[src/gswb_ram.sv]
// Generic single-write, single-read RAM with registered read data.
module gswb_ram #(
  parameter int WIDTH = 32,
  parameter int DEPTH = 64,
  localparam int AW = (DEPTH > 1) ? $clog2(DEPTH) : 1
) (
  input  logic             clk_i,
  input  logic             we_i,
  input  logic [AW-1:0]    waddr_i,
  input  logic [WIDTH-1:0] wdata_i,
  input  logic             re_i,
  input  logic [AW-1:0]    raddr_i,
  output logic [WIDTH-1:0] rdata_o
);

  logic [WIDTH-1:0] mem_q [DEPTH];
  logic [WIDTH-1:0] rdata_q;

  always_ff @(posedge clk_i) begin
    if (we_i) begin
      mem_q[waddr_i] <= wdata_i;
    end
    if (re_i) begin
      rdata_q <= mem_q[raddr_i];
    end
  end

  assign rdata_o = rdata_q;

endmodule

[config.mk]
export PLATFORM = sky130hd
export DESIGN_NAME = gswb_ram
export DESIGN_NICKNAME = d
export VERILOG_FILES = /design/src/gswb_ram.sv
export SDC_FILE = /design/constraint.sdc
export NUM_CORES = 2
export LEC_CHECK = 0
export BUFFER_PORTS_ARGS = -buffer_cell sky130_fd_sc_hd__buf_2
export CAP_MARGIN = 20
export CORE_ASPECT_RATIO = 2
export CORE_MARGIN = 1
export CORE_UTILIZATION = 30
export CTS_CLUSTER_DIAMETER = 30
export DETAILED_ROUTE_END_ITERATION = 12
export PLACE_DENSITY = 0.56
export SLEW_MARGIN = 30
export SYNTH_ARGS = -nofsm -noshare
export SYNTH_HDL_FRONTEND = slang
export SYNTH_SLANG_ARGS = --single-unit
[constraint.sdc]
create_clock -name clk_i -period 3 [get_ports clk_i]
set_input_delay 0.15 -clock clk_i [delete_from_list [all_inputs] [get_ports clk_i]]
set_output_delay 0.15 -clock clk_i [all_outputs]
set_load 0.05 [all_outputs]
## Word level (Yosys, flattened, before mapping)

Memory sizes are Yosys's and may differ from the RTL's. A register that Yosys moved wholly into a read port is not among the register bits.
Index checks and enable logic that the tools add are counted.

| word-level totals | value |
|---|---|
| memory bits (writable) | 2048 |
| memories kept | 1 |
| register bits after elaboration | 0 |
| word-level logic and storage cells | 3 |

Memories:

| memory | words | width | read ports | clocked after memory_dff | write ports | RTL line | RTL |
|---|---|---|---|---|---|---|---|
| mem_q | 64 | 32 | 1 | 1 | 1 | 16 | `logic [WIDTH-1:0] mem_q [DEPTH];` |

| operators by class | value |
|---|---|
| mux-type cells | 2 |

Operator list:

| operator | count |
|---|---|
| $mux 1 | 2 |

## Logic depth before layout (Yosys ltp)

| depth | value |
|---|---|
| depth after elaboration | 2 |
| gate-level depth with buffers | 10 |
| gate-level depth less buffers | 5 |

## Worst setup path after synthesis

OpenSTA, ideal clock, no wires.

| path | value |
|---|---|
| kind | input to register |
| start point | in waddr_i[3] |
| end point | mem mem_q[48][0], enable pin |
| library setup time | 0.461 ns |
| arrival | 2.849 ns |
| stages on the path | 4 |
| setup slack | -0.310 ns |
| path buffers | 1 |
| path through | clkbuf_1 > nor2b_1 > nand4b_1 > nor3_1 |

RTL lines:

| item | RTL line | RTL |
|---|---|---|
| from (decl) | 9 | `input logic [AW-1:0] waddr_i,` |
| to (decl) | 16 |  |

No word-level cell before the write port.

==> metrics.yaml <==
dp_worst_setup_slack_ns: 0.0274
finish.utilization: 0.357
cp_top_family: "multiplexers"
cts.root.buffer_cell: "clkbuf_16"
synth_top_area_share: 0.792
synthMuxAreaShare: 0.167
syn_inst: 3324
yosys_warnings: 0
netlist_area_um2: 78800
rsz0062_at_grt: "no"
vias_per_cell: 5.04
finalHoldViolations: 0
synth_compound_area_frac: 0.0167
worst_clock_skew_ns: 0.0265
dieArea_um2: 265000
ys_seq_area_frac: 0.792
synth_fa_ha_area_frac: 0
grt_pass1_vias: 39600
row_count: 265
clockBufferDepth: 4
final_cells: 7405
antenna_found_initial: 24
cp.required_ns: 3.56
syn-num-nets: 3371
synth_largest_area_cell: "edfxtp_1"
total_leakage_power_nw: 28.7
die_y_um: 727
cts_setup_buffers: 0
synth_top_family_by_area: "multiplexers"
grt_use_total: 0.176
drive_gt1_frac: 0.334
p_total_mw: 59.9
synth-xor-area-share: 0
critPathMaxFanout: 1
synth_cell_types: 33
grt_pass1_wl_um: 320000
synth_area_leaders: "edfxtp_1 (79%), mux4_2 (16%), mux2i_1 (1.2%)"
start_util: 0.302
cts_buffers: 184
setup_viol: 0
syn_to_final_growth_pct: 18.3
critPathMaxStageDelay_ns: 0.63
htree_levels: 4
fin_ws_ns: 0.597
clock_sinks: 2080
drt_iter0_drc: 3520
chipWidth_um: 364
cts_tree: "done"
dp_cells: 7037
cp_cell_sequence: "mux4_2 -> mux4_2 -> o22ai_1 -> nor2_1"
cpMaxStageDelayCell: "mux4_2"
period_minus_slack_ns: 2.40
grt-ovfl-total: 0
clock.fmax_mhz: 416
ant_nets: 0
crit_top_cell: "mux4_2"
drc: 0
drt-total-wl_um: 232000
vias: 37300
arrival_ns: 2.96
grt_max_degree: 65
dpl.hpwl_um: 147000
power_density_nw_per_um2: 642
ir_drop_v: 0.000461
place_congestion: 0.836
wl_per_cell_um: 31.4
finalCritPeriodShare: 0.801
critPathBufInv: 0
endpoint_kind: "flop"
synth-seq-cells: 2080
yosys.area_share.simple: 0.0126
slew_viol_final: 0
startpoint_type: "flop"
cts_resized: 0
syn_area_per_cell_um2: 23.7
hold_class: "input pin to flop"
pin_count: 79
firstDrtPassIters: 5
postCtsHoldBufs: 23
port_buffers: 78
clk_pin_slew_worst_paths_ns: 0.07
outcome: "completed"
crit_type: "flop to flop"
num-fill-cells: 23700
insertion_delay_ns: 0.83
final_nets: 3828
relSlewSlack: 0.343
worst_pin_slew_ns: 0.986
core_area_um2: 261000
maxCapViolations: 0
==> synth_stat cells <==
master / count
a21oi_1: 62
a22oi_1: 12
a311oi_1: 8
a31oi_1: 1
a41o_1: 4
and2_1: 2
and3_1: 4
buf_1: 21
buf_2: 57
buf_4: 25
buf_6: 5
clkbuf_1: 74
edfxtp_1: 2080
mux2i_1: 93
mux4_2: 544
nand2_1: 26
nand2b_1: 8
nand3_1: 5
nand3b_1: 5
nand4_1: 2
nand4b_1: 1
nor2_1: 137
nor2b_1: 15
nor3_1: 7
o221ai_1: 27
o22ai_1: 84
o32ai_1: 4
or2_0: 1
or2_1: 1
or2_2: 1
or3_1: 3
or3b_1: 2
or3b_2: 3
==> layout by cell type, fill, tap and decap left out, types with 34 or more instances in the layout <==
| cell type | count |
|---|---|
| buf_12 | 96 |
| buf_2 | 70 |
| buf_4 | 256 |
| a21oi_1 | 62 |
| nor2_1 | 75 |
| clkbuf_16 | 186 |
| nor2_4 | 62 |
| mux2i_1 | 93 |
| mux4_2 | 544 |
| edfxtp_1 | 2080 |
| clkinv_1 | 34 |
| o22ai_1 | 84 |
==> worst paths after layout <==
check | from | endpoint | slack [ns] | cells past startpoint
max | mem_q[63][7]$_DFFE_PP_ | rdata_o[7]$_DFFE_PP_ | 0.60 | 4
min | wdata_i[2] | mem_q[18][2]$_DFFE_PP_ | 0.01 | 1
min reg2reg | mem_q[28][17]$_DFFE_PP_ | rdata_o[17]$_DFFE_PP_ | 0.99 | 5
max reg2reg | mem_q[63][7]$_DFFE_PP_ | rdata_o[7]$_DFFE_PP_ | 0.60 | 4
==> area by class of cell <==
| class | instances | area, um^2 | share of cell area |
|---|---|---|---|
| antenna | 13 | 32.5 | 0.000349 |
| sequential | 2080 | 62500 | 0.670 |
| tap | 3471 | 4340 | 0.0466 |
| timing repair buffer | 453 | 4520 | 0.0485 |
| clock inverter | 120 | 1190 | 0.0127 |
| clock buffer | 206 | 4730 | 0.0507 |
| multi-input combinational | 1062 | 16000 | 0.171 |
==> worst reg2reg max path, cell delays in order (launching register included) <==
cell and delay [ns]:
edfxtp_1 0.36, mux4_2 0.48, mux4_2 0.63, o22ai_1 0.56
nor2_1 0.11
==> state kept, by name, summed over array words and instances (netlist names) <==
signal   cells
mem_q     2048
rdata_o     32
==> through the flow <==
stage	hold WS [ns]	setup TNS, ns	area, um^2
floorplan	0.249	0	78800
global placement	0.622	-0.0445	87000
detailed placement	0.644	0	87000
CTS	0.00487	0	93100
global route	0.0226	0	93200
finish	0.0124	0	93300
==> kinds of logic (layout without fill, tap and decap cells) <==
| family | count (synthesis) | count (layout) |
|---|---|---|
| AOI/OAI and AO/OA | 202 | 202 |
| buffers and inverters | 182 | 779 |
| DFF | 2080 | 2080 |
| muxes | 637 | 637 |
| other | 0 | 13 |
| and+or+nand+nor | 223 | 223 |
==> metal layers <==
metal  global-route usage  vias to the layer above  part of all wire
met5                    0                        -           0.00040
met4                0.101                       14             0.068
met3               0.0221                      410             0.047
met2                0.330                     1239              0.55
met1                0.186                    20500              0.33
li1                     -                    15200                 -
==> power by group <==
| part | internal [mW] | switching [mW] |
|---|---|---|
| Clock | 12.8 | 11.0 |
| Combinational | 1.36 | 2.40 |
| Sequential | 32.2 | 0.100 |
(Power assumes the default switching activity.)
